File: src/rtl/tfcr_pkg.sv
// ----------------------------------------------------------------------------
// tfcr_pkg
// shared widths, opcodes, copy indexes and the disc command type of the
// toroidal filled circle raster
// ----------------------------------------------------------------------------
`default_nettype none

package tfcr_pkg;

  // item field widths
  localparam int OP_W     = 2;
  localparam int COORD_W  = 12;
  localparam int READ_W   = 9;
  localparam int RADIUS_W = 16;
  localparam int VALUE_W  = 16;
  localparam int FRAC_W   = 8;

  // grid counters hold the grid size itself, centres of copies are signed
  localparam int CNT_W  = COORD_W + 1;
  localparam int CEN_W  = COORD_W + 2;
  localparam int SPAN_W = CEN_W + 1;
  localparam int PROD_W = 2 * CNT_W;

  // default grid
  localparam int GRID_WIDTH_DEF  = 512;
  localparam int GRID_HEIGHT_DEF = 512;

  // opcodes
  localparam logic [OP_W-1:0] OP_CLEAR = 2'd0;
  localparam logic [OP_W-1:0] OP_DRAW  = 2'd1;
  localparam logic [OP_W-1:0] OP_READ  = 2'd2;

  // copies of a disc per axis: the centre, shifted up one period, shifted down
  localparam int COPY_N = 3;
  localparam int COPY_W = $clog2(COPY_N);
  localparam logic [COPY_W-1:0] COPY_BASE = COPY_W'(0);
  localparam logic [COPY_W-1:0] COPY_LO   = COPY_W'(1);
  localparam logic [COPY_W-1:0] COPY_HI   = COPY_W'(COPY_N - 1);

  typedef struct packed {
    logic signed [CEN_W-1:0] cx;
    logic signed [CEN_W-1:0] cy;
    logic [RADIUS_W-1:0]     rq;
    logic [VALUE_W-1:0]      val;
  } disc_t;

endpackage

`default_nettype wire

File: src/rtl/tfcr_modred.sv
// ----------------------------------------------------------------------------
// tfcr_modred
// reduces two coordinates modulo the grid size by reciprocal multiplication
// ----------------------------------------------------------------------------
`default_nettype none

module tfcr_modred #(
  parameter int MOD_A = tfcr_pkg::GRID_WIDTH_DEF,
  parameter int MOD_B = tfcr_pkg::GRID_HEIGHT_DEF
) (
  input  wire logic                         clk_i,
  input  wire logic                         rst_ni,
  input  wire logic                         start_i,
  input  wire logic [tfcr_pkg::COORD_W-1:0] a_i,
  input  wire logic [tfcr_pkg::COORD_W-1:0] b_i,
  output logic                              done_o,
  output logic      [tfcr_pkg::COORD_W-1:0] rem_a_o,
  output logic      [tfcr_pkg::COORD_W-1:0] rem_b_o
);

  localparam int CW   = tfcr_pkg::COORD_W;
  localparam int MW   = tfcr_pkg::CNT_W;
  localparam int SH   = 2 * CW;
  localparam int PR_W = CW + SH;
  localparam int QM_W = CW + MW;

  // reciprocals scaled by 2^SH, the quotient estimate is at most one low
  localparam logic [SH-1:0] RCP_A = SH'((2 ** SH) / MOD_A);
  localparam logic [SH-1:0] RCP_B = SH'((2 ** SH) / MOD_B);
  localparam logic [MW-1:0] M_A   = MW'(MOD_A);
  localparam logic [MW-1:0] M_B   = MW'(MOD_B);

  logic [2:0]      stg_q;
  logic [CW-1:0]   a_q, b_q, qa_q, qb_q, ra_q, rb_q;
  logic [PR_W-1:0] pa, pb;
  logic [QM_W-1:0] qma, qmb;
  logic [CW-1:0]   ca, cb;

  assign pa  = PR_W'(a_q) * PR_W'(RCP_A);
  assign pb  = PR_W'(b_q) * PR_W'(RCP_B);
  assign qma = QM_W'(qa_q) * QM_W'(M_A);
  assign qmb = QM_W'(qb_q) * QM_W'(M_B);
  assign ca  = a_q - qma[CW-1:0];
  assign cb  = b_q - qmb[CW-1:0];

  always_ff @(posedge clk_i or negedge rst_ni) begin
    if (!rst_ni) begin
      stg_q <= '0;
    end else begin
      stg_q <= {stg_q[1:0], start_i};
    end
  end

  // capture, quotient estimate, then remainder with one conditional subtract
  always_ff @(posedge clk_i) begin
    if (start_i) begin
      a_q <= a_i;
      b_q <= b_i;
    end
    if (stg_q[0]) begin
      qa_q <= pa[PR_W-1:SH];
      qb_q <= pb[PR_W-1:SH];
    end
    if (stg_q[1]) begin
      ra_q <= ({1'b0, ca} >= M_A) ? CW'({1'b0, ca} - M_A) : ca;
      rb_q <= ({1'b0, cb} >= M_B) ? CW'({1'b0, cb} - M_B) : cb;
    end
  end

  assign done_o  = stg_q[2];
  assign rem_a_o = ra_q;
  assign rem_b_o = rb_q;

endmodule

`default_nettype wire

File: config.mk
export PLATFORM = sky130hd
export DESIGN_NAME = tfcr_modred
export DESIGN_NICKNAME = d
export VERILOG_FILES = /design/src/rtl/tfcr_pkg.sv /design/src/rtl/tfcr_modred.sv
export SDC_FILE = /design/constraint.sdc
export NUM_CORES = 1
export LEC_CHECK = 0
export BUFFER_PORTS_ARGS = -buffer_cell sky130_fd_sc_hd__buf_4
export CAP_MARGIN = 30
export CORE_ASPECT_RATIO = 1.25
export CORE_MARGIN = 2
export CORE_UTILIZATION = 54
export DETAILED_ROUTE_END_ITERATION = 7
export MAX_ROUTING_LAYER = met4
export PLACE_DENSITY = 0.8
export SLEW_MARGIN = 20
export SYNTH_ARGS = -nofsm -noshare
export SYNTH_HDL_FRONTEND = slang
export SYNTH_SLANG_ARGS = --single-unit
File: constraint.sdc
create_clock -name clk_i -period 2.8 [get_ports clk_i]
set_input_delay 0 -clock clk_i [delete_from_list [all_inputs] [get_ports clk_i]]
set_output_delay 0 -clock clk_i [all_outputs]
set_load 0.005 [all_outputs]
Word level (Yosys, flattened, before mapping)
Index checks and enable logic that the tools add are counted.
- output and inout bits: 25
- logic and storage cells: 15
- register bits after elaboration: 57
- input port bits: 27
- add/sub/neg operators: 4
- multiplexer cells: 2
- $lt $le $gt $ge: 2
- operators with widths (cell ; count):
    $ge 12x10->1 const B ; 2
    $mux 12 ; 2
    $sub 12x10->12 const B ; 2
    $sub 12x12->12 ; 2

Depth between registers and ports, before layout
- depth after elaboration: 3
- depth in mapped cells: 6
- depth with buffers taken out: 6

Least setup slack after synthesis
OpenSTA, ideal clock, no wires.
- path type: reg2reg
- start point: register b_q[9]
- end point: register rb_q[11] (netlist: rem_b_o[11]), data pin
- buffers on the path: 0
- period minus slack after synthesis: 1727 ps
- data required time: 2541 ps
- library setup time: 259 ps
- arrival: 1468 ps
- stages on the path, launching flop included: 7
- slack: 1073 ps
- path through: edfxtp_1 inv_1 ha_1 fa_1 ha_1 a21bo_2 mux2i_1
- cells in the longest elaborated chain, start to end: 3
- elaborated cells on any way between the ends: 4
- classes of those cells: add/sub (2); order compare (1); mux (1)
- RTL lines (element ; line ; source):
    from (decl) ; tfcr_modred.sv:34 ; logic [CW-1:0] a_q, b_q, qa_q, qb_q, ra_q, rb_q;
    from (signal assigned) ; tfcr_modred.sv:58 ; b_q <= b_i;
    $sub 12x12->12 (*) ; tfcr_modred.sv:44 ; assign cb = b_q - qmb[CW-1:0];
    $sub 12x10->12 or $ge 12x10->1 (tied branches) ; tfcr_modred.sv:66 ; rb_q <= ({1'b0, cb} >= M_B) ? CW'({1'b0, cb} - M_B) : cb;
    $mux 12 (*) ; tfcr_modred.sv:66 ;
    to (signal assigned) ; tfcr_modred.sv:66 ;
    to (decl) ; tfcr_modred.sv:34 ;
Every way passes the cells marked *; elsewhere a longest branch is shown, timed or not.
A chain may end at the register's enable or synchronous reset.

Worst setup path after layout
Same ends and word-level chain as after synthesis.

==> results by group <==
Floorplanning
  • Core ar.: 3453 sq um
  • Starting Density: 55.43%
  • Die footprint: 4040 sq um
  • Die Wd: 57.26 um
  • DIE HEIGHT: 70.57 um
  • I/O pin cnt: 52
  • Num rows: 24

Worst setup path
  • Max stage delay cell, worst path: fa_1
  • Buf/Inv on CP: 1
  • Startpoint types: flop
  • Critical Path RT: 2.96 ns
  • Crit-path most repeated cell: ha_1
  • Top Family by Delay on Critical Path: adder cells
  • CP cell instances: inv_1 -> ha_1 -> fa_1 -> ha_1 -> a21bo_2 -> mux2i_1
  • Crit-path max FO: 4
  • Crit Path Class: reg -> reg
  • Critical Path End Type: flop
  • CP peak stage delay: 0.56 ns
  • Crit path DAT: 2.07 ns

Job
  • Max_cap viols: 0

Drt
  • Total wire length: 3377 um
  • Vias: 1010
  • Detailed-route DRC error count: 0
  • ANT nets after route: 0
  • DR pass1 iterations: 4
  • Number of vias per cell: 4.787
  • Starting DRT DRC Count: 19
  • Routed wire per std cell: 16.00 um

Timing
  • # setup viols final: 0
  • Fmax: 521.4 MHz
  • Hold WS: 0.3882 ns
  • Final worst path period share: 68.50%
  • Worst-Margin Slew: 0.3397 ns
  • Crit path setup slack, layout: 0.8820 ns
  • Final-report hold violation count: 0
  • RSZ-0062 raised after global routing: false
  • Fin. max-slew vios: 0
  • Worst Skew: 0.008157 ns
  • Slew headroom: 77.35%
  • Setup_tns: 0 ns
  • Clock period minus worst slack: 1.918 ns

Global route
  • First-pass GRT wire length: 5202 um
  • Largest net degree at the start of global routing: 26
  • Vias in the first global route: 1083
  • GRT overflow: 0
  • GRT Total Usage: 19.33%
  • Initial antenna violation count: 0

Cells and area
  • Final nets: 200
  • Final cell count without fillers: 211
  • Share of cells above drive strength 1: 38.95%
  • Final Cell Area: 2854 sq um
  • Inserted Diodes: 0
  • Multi-input logic area: 202.7 sq um
  • Area of all sequential standard cells: 1697 sq um
  • Layout area overhead: 49.09%
  • Fillers: 154
  • Final core utilization: 82.64%

Logic synthesis
  • Number of synthesized register bits: 57
  • Synth area leaders: edfxtp_1 85%, dfrtp_1 3.9%, ha_1 2.6%
  • Post-synth top area share: 84.71%
  • Mapped Nets: 110
  • Average size of a mapped cell: 24.86 sq um
  • Seq/Total Area, Yosys: 88.63%
  • Yosys top cell by area: edfxtp_1
  • Yosys warning count: 0
  • Post-Syn Instances: 77
  • Distinct cells, synth: 10
  • Synth Cell Area: 1914 sq um

Pwr
  • P_leak: 1.160 nW
  • Max IR drop VDD: 648.6 uV
  • Pwr Density: 730.5 nW/um^2
  • Tot Pwr: 2.085 mW

Clock tree
  • Post_cts resized: 0
  • Clock sink count: 57
  • Clock slew at reported path FFs: 0.07 ns
  • CTS tree: built
  • Clk root buf: clkbuf_8
  • Maximum buffer depth of the clock tree: 2
  • Post-CTS Setup Inserts: 0
  • Worst-Skew Late Latency: 0.32 ns
  • H-tree Lvls: 3
  • CTS buffer count: 9

Placed design
  • Dpl cell area: 2346 sq um
  • DP HPWL: 1862 um
  • Port Buf Inserts: 51
  • Placed Instances: 167
  • Gpl congestion: 0.7212
  • Pre-CTS setup slack: 0.9259 ns

Min path
  • HP Class: in -> reg

Outcome
  • Outcome: finished, final reports clean
[flip-flops by register name (all words and copies together) (netlist names)]
name     count
rem_b_o     12
qa_q         3
a_q         12
b_q         12
qb_q         3
stg_q        3
rem_a_o     12
[layout by cell type, fill, tap and decap left out, drive strengths merged, types with 3 or more instances in the layout]
cell type    instances
dfrtp                3
inv                  4
ha                   4
buf                 52
dlygate4sd3         27
edfxtp              54
clkbuf              10
[metal layers]
layer / track usage [%] / share of wire (%) / vias to the layer above
li1: - / - / 480
met1: 18.91 / 36 / 485
met2: 32.44 / 57 / 38
met3: 6.581 / 4.7 / 7
met4: 11.63 / 2.4 / 0
met5: - / 0 / -
[worst reg2reg max path: stages, from the launching register on]
cell and delay (ns):
edfxtp_1 0.35, inv_1 0.06, ha_1 0.21, fa_1 0.56, ha_1 0.19, a21bo_2 0.23, mux2i_1 0.17
[power by group]
part           total [mW]  switching [mW]  internal [mW]
sequential           1.06          0.0269           1.03
combinational       0.230          0.0882          0.142
clock               0.799           0.305          0.495
[cells by family after synthesis]
family	share of synthesized area (%)
muxes	1.046
buffers and inverters	0.7841
AOI/OAI and AO/OA	2.483
adders and majority gates	4.706
xor gates and xnor gates	2.353
DFF	88.63
[worst paths after layout]
kind / from / endpoint / slack (ns) / depth (start not counted)
setup / recovery: b_q[9] / rem_b_o[11] / 0.88 / 6
hold / removal: b_i[7] / b_q[7] / 0.39 / 2
setup reg to reg: b_q[9] / rem_b_o[11] / 0.88 / 6
hold reg to reg: a_q[7] / rem_a_o[7] / 0.42 / 0
max in group asynchronous: rst_ni / stg_q[2] / 2.09 / 3
min in group asynchronous: rst_ni / stg_q[0] / 0.56 / 3
[Yosys cell counts]
| library cell | n |
|---|---|
| xnor3_1 | 2 |
| fa_1 | 2 |
| a21boi_0 | 2 |
| inv_1 | 4 |
| a31oi_1 | 2 |
| mux2i_1 | 2 |
| edfxtp_1 | 54 |
| dfrtp_1 | 3 |
| ha_1 | 4 |
| a21bo_2 | 2 |
[final cells by class]
type,count,area share (%)
repair buffers,79,23.85
flip-flops and latches,57,59.45
inverters,4,0.5261
multi-input cells,16,7.102
clock inverters,6,2.893
clock buffers,10,4.472
well taps,39,1.710
[repair_timing]
action | 4_1_cts | 5_1_grt
hold buffers | 27 | 0
hold endpoints to repair | 28 | 0
setup endpoints to repair | 0 | 0
Power figures use the tool's default switching activity.
