File: src/rtl/tfcr_pkg.sv
// ----------------------------------------------------------------------------
// tfcr_pkg
// shared widths, opcodes, copy indexes and the disc command type of the
// toroidal filled circle raster
// ----------------------------------------------------------------------------
`default_nettype none

package tfcr_pkg;

  // item field widths
  localparam int OP_W     = 2;
  localparam int COORD_W  = 12;
  localparam int READ_W   = 9;
  localparam int RADIUS_W = 16;
  localparam int VALUE_W  = 16;
  localparam int FRAC_W   = 8;

  // grid counters hold the grid size itself, centres of copies are signed
  localparam int CNT_W  = COORD_W + 1;
  localparam int CEN_W  = COORD_W + 2;
  localparam int SPAN_W = CEN_W + 1;
  localparam int PROD_W = 2 * CNT_W;

  // default grid
  localparam int GRID_WIDTH_DEF  = 512;
  localparam int GRID_HEIGHT_DEF = 512;

  // opcodes
  localparam logic [OP_W-1:0] OP_CLEAR = 2'd0;
  localparam logic [OP_W-1:0] OP_DRAW  = 2'd1;
  localparam logic [OP_W-1:0] OP_READ  = 2'd2;

  // copies of a disc per axis: the centre, shifted up one period, shifted down
  localparam int COPY_N = 3;
  localparam int COPY_W = $clog2(COPY_N);
  localparam logic [COPY_W-1:0] COPY_BASE = COPY_W'(0);
  localparam logic [COPY_W-1:0] COPY_LO   = COPY_W'(1);
  localparam logic [COPY_W-1:0] COPY_HI   = COPY_W'(COPY_N - 1);

  typedef struct packed {
    logic signed [CEN_W-1:0] cx;
    logic signed [CEN_W-1:0] cy;
    logic [RADIUS_W-1:0]     rq;
    logic [VALUE_W-1:0]      val;
  } disc_t;

endpackage

`default_nettype wire

File: src/rtl/tfcr_walk.sv
// ----------------------------------------------------------------------------
// tfcr_walk
// walks the clipped bounding box of one disc a cell per cycle and issues
// the writes of the cells inside it
// ----------------------------------------------------------------------------
`default_nettype none

module tfcr_walk #(
  parameter int GRID_WIDTH  = tfcr_pkg::GRID_WIDTH_DEF,
  parameter int GRID_HEIGHT = tfcr_pkg::GRID_HEIGHT_DEF,
  localparam int ADDR_W = $clog2(GRID_WIDTH * GRID_HEIGHT)
) (
  input  wire logic                         clk_i,
  input  wire logic                         rst_ni,
  input  wire logic                         start_i,
  input  wire tfcr_pkg::disc_t              disc_i,
  output logic                              idle_o,
  output logic                              wr_en_o,
  output logic      [ADDR_W-1:0]            wr_addr_o,
  output logic      [tfcr_pkg::VALUE_W-1:0] wr_data_o
);

  localparam int CNT_W  = tfcr_pkg::CNT_W;
  localparam int CEN_W  = tfcr_pkg::CEN_W;
  localparam int SPAN_W = tfcr_pkg::SPAN_W;
  localparam int PROD_W = tfcr_pkg::PROD_W;
  localparam int RW     = tfcr_pkg::RADIUS_W;
  localparam int FW     = tfcr_pkg::FRAC_W;
  localparam int SQ_W   = 2 * FW + 1;
  localparam int D2_W   = SQ_W + 1;
  localparam int R2_W   = 2 * RW;
  localparam int CMP_W  = D2_W + 2 * FW;

  localparam logic [CNT_W-1:0]  W_LIM = CNT_W'(GRID_WIDTH);
  localparam logic [CNT_W-1:0]  H_LIM = CNT_W'(GRID_HEIGHT);
  localparam logic [ADDR_W-1:0] W_ROW = ADDR_W'(GRID_WIDTH);

  localparam logic [1:0] WK_IDLE = 2'd0;
  localparam logic [1:0] WK_BASE = 2'd1;
  localparam logic [1:0] WK_RUN  = 2'd2;

  function automatic logic [CNT_W-1:0] clamp_span(input logic signed [SPAN_W-1:0] v,
                                                  input logic [CNT_W-1:0] lim);
    logic [CNT_W-1:0] res;
    if (v < 0) begin
      res = '0;
    end else if (v > $signed({2'b00, lim})) begin
      res = lim;
    end else begin
      res = v[CNT_W-1:0];
    end
    return res;
  endfunction

  logic [1:0]              state_q;
  logic signed [CEN_W-1:0] cx_q, cy_q;
  logic [tfcr_pkg::VALUE_W-1:0] val_q;
  logic [R2_W-1:0]         r2_q;
  logic [CNT_W-1:0]        left_q, right_q, top_q, bot_q, i_q, j_q;
  logic [ADDR_W-1:0]       base_q;
  logic                    s1_v_q, wr_v_q;
  logic [ADDR_W-1:0]       s1_addr_q, wr_addr_q;
  logic [SQ_W-1:0]         s1_dx2_q, s1_dy2_q;

  logic [FW-1:0]           rfloor;
  logic [FW:0]             rceil;
  logic signed [SPAN_W-1:0] lv, rv, tv, bv;
  logic signed [SPAN_W-1:0] dx_full, dy_full;
  logic signed [2*FW+3:0]  sq_x, sq_y;
  logic [D2_W-1:0]         d2;
  logic                    hit, last_col, last_row, empty;
  logic [PROD_W-1:0]       base_prod;

  // bounding box: floor of radius to the right, ceiling to the left
  assign rfloor = disc_i.rq[RW-1:FW];
  assign rceil  = {1'b0, rfloor} + (FW+1)'(|disc_i.rq[FW-1:0]);
  assign lv = $signed({disc_i.cx[CEN_W-1], disc_i.cx}) - $signed({{(SPAN_W-FW-1){1'b0}}, rceil});
  assign rv = $signed({disc_i.cx[CEN_W-1], disc_i.cx})
            + $signed({{(SPAN_W-FW){1'b0}}, rfloor}) + SPAN_W'(1);
  assign tv = $signed({disc_i.cy[CEN_W-1], disc_i.cy}) - $signed({{(SPAN_W-FW-1){1'b0}}, rceil});
  assign bv = $signed({disc_i.cy[CEN_W-1], disc_i.cy})
            + $signed({{(SPAN_W-FW){1'b0}}, rfloor}) + SPAN_W'(1);

  assign empty     = (left_q >= right_q) || (top_q >= bot_q);
  assign base_prod = PROD_W'(top_q) * PROD_W'(GRID_WIDTH);
  assign last_col  = (i_q == right_q - CNT_W'(1));
  assign last_row  = (j_q == bot_q - CNT_W'(1));

  // offsets stay within the radius, so ten bits carry them
  assign dx_full = $signed({cx_q[CEN_W-1], cx_q}) - $signed({2'b00, i_q});
  assign dy_full = $signed({cy_q[CEN_W-1], cy_q}) - $signed({2'b00, j_q});
  assign sq_x    = $signed(dx_full[FW+1:0]) * $signed(dx_full[FW+1:0]);
  assign sq_y    = $signed(dy_full[FW+1:0]) * $signed(dy_full[FW+1:0]);

  assign d2  = {1'b0, s1_dx2_q} + {1'b0, s1_dy2_q};
  assign hit = {d2, {(2*FW){1'b0}}} < {{(CMP_W-R2_W){1'b0}}, r2_q};

  always_ff @(posedge clk_i or negedge rst_ni) begin
    if (!rst_ni) begin
      state_q <= WK_IDLE;
      s1_v_q  <= 1'b0;
      wr_v_q  <= 1'b0;
    end else begin
      s1_v_q <= (state_q == WK_RUN);
      wr_v_q <= s1_v_q && hit;
      case (state_q)
        WK_IDLE: begin
          if (start_i) begin
            state_q <= WK_BASE;
          end
        end
        WK_BASE: begin
          state_q <= empty ? WK_IDLE : WK_RUN;
        end
        WK_RUN: begin
          if (last_col && last_row) begin
            state_q <= WK_IDLE;
          end
        end
        default: begin
          state_q <= WK_IDLE;
        end
      endcase
    end
  end

  always_ff @(posedge clk_i) begin
    if (state_q == WK_IDLE && start_i) begin
      cx_q    <= disc_i.cx;
      cy_q    <= disc_i.cy;
      val_q   <= disc_i.val;
      r2_q    <= R2_W'(disc_i.rq) * R2_W'(disc_i.rq);
      left_q  <= clamp_span(lv, W_LIM);
      right_q <= clamp_span(rv, W_LIM);
      top_q   <= clamp_span(tv, H_LIM);
      bot_q   <= clamp_span(bv, H_LIM);
    end
    if (state_q == WK_BASE) begin
      base_q <= base_prod[ADDR_W-1:0];
      i_q    <= left_q;
      j_q    <= top_q;
    end else if (state_q == WK_RUN) begin
      if (last_col) begin
        i_q    <= left_q;
        j_q    <= j_q + CNT_W'(1);
        base_q <= base_q + W_ROW;
      end else begin
        i_q <= i_q + CNT_W'(1);
      end
    end
    s1_addr_q <= base_q + ADDR_W'(i_q);
    s1_dx2_q  <= sq_x[SQ_W-1:0];
    s1_dy2_q  <= sq_y[SQ_W-1:0];
    wr_addr_q <= s1_addr_q;
  end

  assign idle_o    = (state_q == WK_IDLE) && !s1_v_q && !wr_v_q;
  assign wr_en_o   = wr_v_q;
  assign wr_addr_o = wr_addr_q;
  assign wr_data_o = val_q;

endmodule

`default_nettype wire

File: config.mk
export PLATFORM = sky130hd
export DESIGN_NAME = tfcr_walk
export DESIGN_NICKNAME = d
export VERILOG_FILES = /design/src/rtl/tfcr_pkg.sv /design/src/rtl/tfcr_walk.sv
export SDC_FILE = /design/constraint.sdc
export NUM_CORES = 1
export LEC_CHECK = 0
export ABC_AREA = 1
export BUFFER_PORTS_ARGS = -buffer_cell sky130_fd_sc_hd__buf_4
export CAP_MARGIN = 10
export CORE_MARGIN = 2
export CORE_UTILIZATION = 35
export DETAILED_ROUTE_END_ITERATION = 7
export SLEW_MARGIN = 20
export SYNTH_ARGS = -nofsm -noshare
export SYNTH_HDL_FRONTEND = slang
export SYNTH_SLANG_ARGS = --single-unit
File: constraint.sdc
create_clock -name clk_i -period 18.5 [get_ports clk_i]
set_input_delay 1.85 -clock clk_i [delete_from_list [all_inputs] [get_ports clk_i]]
set_output_delay 1.85 -clock clk_i [all_outputs]
set_load 0.02 [all_outputs]
Yosys cells after proc, flatten, opt, wreduce, memory -nomap -nowiden
Cells that the tools add are included.
{ "totals": {"ff_bits": 238, "inputBits": 63, "output_inout_bits": 36, "word_cells": 95} }
{ "classes": {"n_addsub": 16, "mul": 3, "n_lt_le_gt_ge": 11, "n_eq_ne": 6, "mux": 17, "n_reduce_logical": 19} }
{ "op_table": {"columns": ["operator", "n"], "rows": [
  ["13-bit two-way mux", 6],
  ["15-bit by 11-bit greater-than comparator with 1-bit output (second input constant)", 4],
  ["15-bit by 1-bit less-than comparator with 1-bit output (second input constant)", 4],
  ["18-bit two-way mux", 3],
  ["10-bit two-way mux", 4],
  ["34-bit by 32-bit less-than comparator with 1-bit output", 1],
  ["10-bit by 10-bit multiplier with 17-bit output", 2],
  ["16-bit by 16-bit multiplier with 32-bit output", 1],
  ["14-bit by 9-bit adder with 15-bit output", 2],
  ["15-bit by 2-bit adder with 15-bit output (second input constant)", 2],
  ["14-bit by 10-bit subtractor with 15-bit output", 2],
  ["13-bit by 1-bit adder with 13-bit output (second input constant)", 2],
  ["13-bit == test", 2],
  ["13-bit >= comparator", 2],
  ["13-bit by 1-bit subtractor with 13-bit output (second input constant)", 2],
  ["10-bit subtractor", 2],
  ["17-bit by 17-bit adder with 18-bit output", 1],
  ["18-bit by 10-bit adder with 18-bit output (second input constant)", 1],
  ["18-bit by 13-bit adder with 18-bit output", 1],
  ["8-bit by 1-bit adder with 9-bit output", 1],
  ["2-bit OR reduction", 4],
  ["8-bit OR reduction", 1],
  ["2-bit two-way mux", 3],
  ["2-bit one-hot mux with 3 select lines", 1],
  ["other kinds (10)", 18]
]} }

Longest topological paths before layout
{ "depth": {"ltp_word": 5, "depth_mapped": 35, "depth_no_buf": 35} }

Worst setup path before layout
Ideal clock, no wire load.
{ "synth_path": {"kind": "in2reg", "from": "in disc_i[31] (netlist name)", "to": "reg r2_q[24] (data pin)", "setup_ns": 0.259, "arrival_ns": 7.124, "required_ns": 18.241, "setup_slack_ns": 11.117, "path_stages": 22, "path_buffers": 2, "path_cell_list": "clkbuf_1 > buf_1 > nand2_1 > fa_1 > fa_1 > inv_1 > fa_1 > inv_1 > fa_1 > fa_1 > fa_1 > inv_1 > ha_1 > a21oi_1 > o21ai_0 > a31oi_1 > nand3_1 > nand2_1 > nand2_1 > nand3_1 > nand2_1 > xor2_1"} }
{ "synth_between": {"elab_chain_cells": 1} }
{ "synth_lines": {"columns": ["item", "line_no", "text"], "rows": [
  ["from (decl)", "tfcr_walk.sv:16", "input wire tfcr_pkg::disc_t disc_i,"],
  ["16-bit by 16-bit multiplier with 32-bit output", "tfcr_walk.sv:132", "r2_q <= R2_W'(disc_i.rq) * R2_W'(disc_i.rq);"],
  ["to (signal assigned)", "tfcr_walk.sv:132", null],
  ["to (decl)", "tfcr_walk.sv:58", "logic [R2_W-1:0] r2_q;"]
]} }
Every way passes these cells.
A chain may end at the register's enable or synchronous reset.

Worst setup path in the final report
{ "layout_path": {"from": "reg j_q[7]", "to": "reg s1_dy2_q[16]"} }
{ "layout_between": {"elab_chain_cells": 2} }
{ "layout_lines": {"columns": ["item", "line_no", "text"], "rows": [
  ["from (decl)", "tfcr_walk.sv:59", "logic [CNT_W-1:0] left_q, right_q, top_q, bot_q, i_q, j_q;"],
  ["from (signal assigned)", "tfcr_walk.sv:141", "j_q <= top_q;"],
  ["from (signal assigned)", "tfcr_walk.sv:145", "j_q <= j_q + CNT_W'(1);"],
  ["10-bit subtractor", "tfcr_walk.sv:91", "assign dy_full = $signed({cy_q[CEN_W-1], cy_q}) - $signed({2'b00, j_q});"],
  ["10-bit by 10-bit multiplier with 17-bit output", "tfcr_walk.sv:93", "assign sq_y = $signed(dy_full[FW+1:0]) * $signed(dy_full[FW+1:0]);"],
  ["named net sq_y[16]", "tfcr_walk.sv:69", "logic signed [2*FW+3:0] sq_x, sq_y;"],
  ["to (signal assigned)", "tfcr_walk.sv:153", "s1_dy2_q <= sq_y[SQ_W-1:0];"],
  ["to (decl)", "tfcr_walk.sv:63", "logic [SQ_W-1:0] s1_dx2_q, s1_dy2_q;"]
]} }
The timed path passes the listed nets, and every way through them passes these cells.

==> results_tabular.tex <==
\begin{tabular}{lr}
\hline
Metric & Value \\
\hline
\multicolumn{2}{l}{\textbf{Run status}} \\
\quad Run status & finished clean \\
\multicolumn{2}{l}{\textbf{Timing}} \\
\quad Worst-Margin Slew & 0.822 ns \\
\quad Final-report max-slew violation count & 0 \\
\quad Worst rel slew slack & 45.2\% \\
\quad Final-report hold violation count & 0 \\
\quad Final number of setup-violating endpoints & 0 \\
\quad Setup clock skew after layout & 0.0290 ns \\
\quad Final TNS setup & 0 ns \\
\quad Post-route minimum period & 7.09 ns \\
\quad Ratio of final minimum period to clock period & 38.3\% \\
\quad Hold Slack & 0.318 ns \\
\quad Unrepaired setup endpoints after global routing & no \\
\quad Upper clock frequency limit & 141 MHz \\
\multicolumn{2}{l}{\textbf{Clock network}} \\
\quad CTS root buf & sky130\_fd\_sc\_hd\_\_clkbuf\_16 \\
\quad PostCTS Resize Cnt & 0 \\
\quad Buffer depth of the longest clock path & 3 \\
\quad Total number of clock tree sinks & 226 \\
\quad Insertion delay of the later-clocked pin in the worst-skew pair & 0.57 ns \\
\quad Number of H-tree levels & 1 \\
\quad Clock-pin slew of the registers on the worst-case setup and hold paths & 0.07 ns \\
\quad Inserted Clock Buffers & 25 \\
\quad Clock tree from TritonCTS & built \\
\quad Buffers inserted during post-CTS setup optimization & 0 \\
\quad Hold-fix buffers at CTS & 0 \\
\multicolumn{2}{l}{\textbf{Synthesis}} \\
\quad Synthesized flop and latch total & 226 \\
\quad Main flop type after synthesis & sky130\_fd\_sc\_hd\_\_edfxtp\_1 \\
\quad Seq/Total Area, Yosys & 22.8\% \\
\quad Cell types with the largest area share after synthesis & sky130\_fd\_sc\_hd\_\_fa\_1 23\%, sky130\_fd\_sc\_hd\_\_edfxtp\_1 17\%, sky130\_fd\_sc\_hd\_\_ha\_1 14\% \\
\quad Post-synth EDFFs & 154 \\
\quad Share of flip-flops with an asynchronous set or reset & 1.77\% \\
\quad Mapped Area & 26700 sq um \\
\quad Yosys top cell by area & sky130\_fd\_sc\_hd\_\_fa\_1 \\
\quad Area share of the leading cell type in the synthesized netlist & 22.8\% \\
\quad Count of different cell masters after synthesis & 58 \\
\quad Total number of yosys warnings & 0 \\
\quad Most repeated cell in the gate-level netlist after synthesis & sky130\_fd\_sc\_hd\_\_inv\_1 \\
\quad Post-synth top cells & 747 x sky130\_fd\_sc\_hd\_\_inv\_1, 555 x sky130\_fd\_sc\_hd\_\_nand2\_1, 304 x sky130\_fd\_sc\_hd\_\_fa\_1 \\
\quad Synthesized instance count & 3151 \\
\quad Syn avg cell area & 8.47 sq um \\
\multicolumn{2}{l}{\textbf{Place}} \\
\quad Placed Instance Area & 28500 sq um \\
\quad Post-DP HPWL & 50900 microns \\
\quad GP Congestion & 0.873 \\
\quad Number of buffers inserted by port buffering & 98 \\
\multicolumn{2}{l}{\textbf{Layout}} \\
\quad Fillers & 7617 \\
\quad Area Overhead vs Synth & 9.76\% \\
\quad Register area & 6090 sq um \\
\quad Share of layout cells above drive strength 1 & 5.89\% \\
\quad Area of combinational cells with multiple inputs & 17600 sq um \\
\quad Summed area of non-filler cells in the final layout & 29300 sq um \\
\quad Nets & 3912 \\
\multicolumn{2}{l}{\textbf{Global routing}} \\
\quad Grt total ovfl & 0 \\
\quad Number of global-route vias before repair & 19500 \\
\quad Tot GR Track Use & 15.9\% \\
\quad Antenna violations before repair & 4 \\
\quad First-pass GRT wire length & 100000 microns \\
\quad Maximum number of pins on one net before global-route repair & 67 \\
\multicolumn{2}{l}{\textbf{Drt}} \\
\quad First drt pass iteration count & 5 \\
\quad DRC errors left & 0 \\
\quad Antenna viol nets, final & 0 \\
\quad Detail-routed net length per standard cell & 14.3 microns \\
\quad Post-Route WL & 60600 microns \\
\quad Total number of vias & 19500 \\
\quad Vias per cell & 4.60 \\
\quad First DRT Iteration DRCs & 1165 \\
\multicolumn{2}{l}{\textbf{Critical path}} \\
\quad Highest cell delay on the worst timing path & 0.74 ns \\
\quad Required time reported for the critical path endpoint & 18.95 ns \\
\quad Crit Path Category & flip-flop to flip-flop \\
\quad Master of the slowest instance on the critical path & sky130\_fd\_sc\_hd\_\_fa\_1 \\
\quad Kind of launch point of the worst setup path & flip-flop \\
\quad Largest fanout on the critical path & 14 \\
\quad Cell occurring most often along the worst timing path & sky130\_fd\_sc\_hd\_\_inv\_1 \\
\quad WP data arrival & 7.53 ns \\
\quad Type of destination of the critical path & flip-flop \\
\multicolumn{2}{l}{\textbf{Min path}} \\
\quad Hold crit path type & flip-flop to flip-flop \\
\multicolumn{2}{l}{\textbf{Floorplanning}} \\
\quad Height of the die & 280 microns \\
\quad Count of pins on the block boundary & 99 \\
\quad Row count & 101 \\
\quad Initial Utilization & 35.3\% \\
\quad Die outline width & 280 microns \\
\quad Core box area & 75700 sq um \\
\quad Overall die area & 78500 sq um \\
\multicolumn{2}{l}{\textbf{Run}} \\
\quad Max-cap violations & 0 \\
\hline
\end{tabular}
layout make-up:
type,instances,area share [%]
repair buffers,99,2.54
clock buffers,29,2.19
inverters,752,9.66
multi-input cells,2139,60.2
diodes,1,0.00854
well taps,978,4.18
clock inverters,16,0.508
flip-flops and latches,226,20.8
worst max-delay path: cells and delay by family (launching register included):
| family | cells | cell delay (ns) |
|---|---|---|
| xor+xnor | 1 | 0.23 |
| compound gates | 2 | 0.49 |
| simple gates | 10 | 1.56 |
| flops | 1 | 0.46 |
| buf+inv | 7 | 0.64 |
| fa+ha+maj | 7 | 3.58 |
per-stage QoR:
stage               util [%]  setup WS, ns  std cells
finish                  38.7         11.41       4240
global route            38.7         10.83       4240
CTS                     38.7         11.36       4239
detailed placement      37.7         11.03       4194
global placement        37.7         11.09       4194
floorplan                  -         11.12       3162
cells in the final DEF, fill, tap and decap left out, types with 35 or more instances in the layout:
master and count:
sky130_fd_sc_hd__nand3_1 104, sky130_fd_sc_hd__o21ai_0 84, sky130_fd_sc_hd__nor2_1 251, sky130_fd_sc_hd__ha_1 302, sky130_fd_sc_hd__buf_4 99, sky130_fd_sc_hd__xnor2_1 54, sky130_fd_sc_hd__a21oi_1 128, sky130_fd_sc_hd__fa_1 304
sky130_fd_sc_hd__inv_1 746, sky130_fd_sc_hd__nand2_1 555, sky130_fd_sc_hd__edfxtp_1 154, sky130_fd_sc_hd__nand4_1 35, sky130_fd_sc_hd__dfxtp_1 68, sky130_fd_sc_hd__xor2_1 126
final timing paths:
kind	start	to	slack, ns	depth (start not counted)
setup / recovery	j_q[7]	s1_dy2_q[16]	11.41	27
hold / removal	s1_addr_q[10]	wr_addr_o[10]	0.32	0
hold reg to reg	s1_addr_q[10]	wr_addr_o[10]	0.32	0
setup reg to reg	j_q[7]	s1_dy2_q[16]	11.41	27
min in group asynchronous	rst_ni	state_q[1]	1.06	1
max in group asynchronous	rst_ni	wr_en_o	17.34	1
metal layers:
metal  routed length (microns)  up-vias  track usage [%]
met2                     27500      374             25.7
met1                     29300     9081             22.8
li1                          -     9970                -
met3                      2420       69             1.44
met4                      1420        0             4.00
met5                         0        -                0
registers in the layout, indices dropped and copies added (netlist names), 16 cells and up:
register / cells
r2_q: 31
s1_addr_q: 18
wr_addr_o: 18
s1_dx2_q: 16
s1_dy2_q: 16
wr_data_o: 16
cells by family (layout without fill, tap and decap cells):
kind of cell | Yosys count | after routing | synth area share [%]
and+or+nand+nor | 1035 | 1035 | 16.2
AOI/OAI and AO/OA | 303 | 303 | 6.51
DFF | 226 | 226 | 22.8
adders and majority gates | 606 | 606 | 36.9
buffers and inverters | 797 | 896 | 11.4
other | 1 | 13 | 0.0140
xor gates and xnor gates | 182 | 182 | 6.09
muxes | 1 | 1 | 0.0422
Power is not shown: default switching activity piles up to over one toggle a cycle in this logic, so the estimate is an artifact.
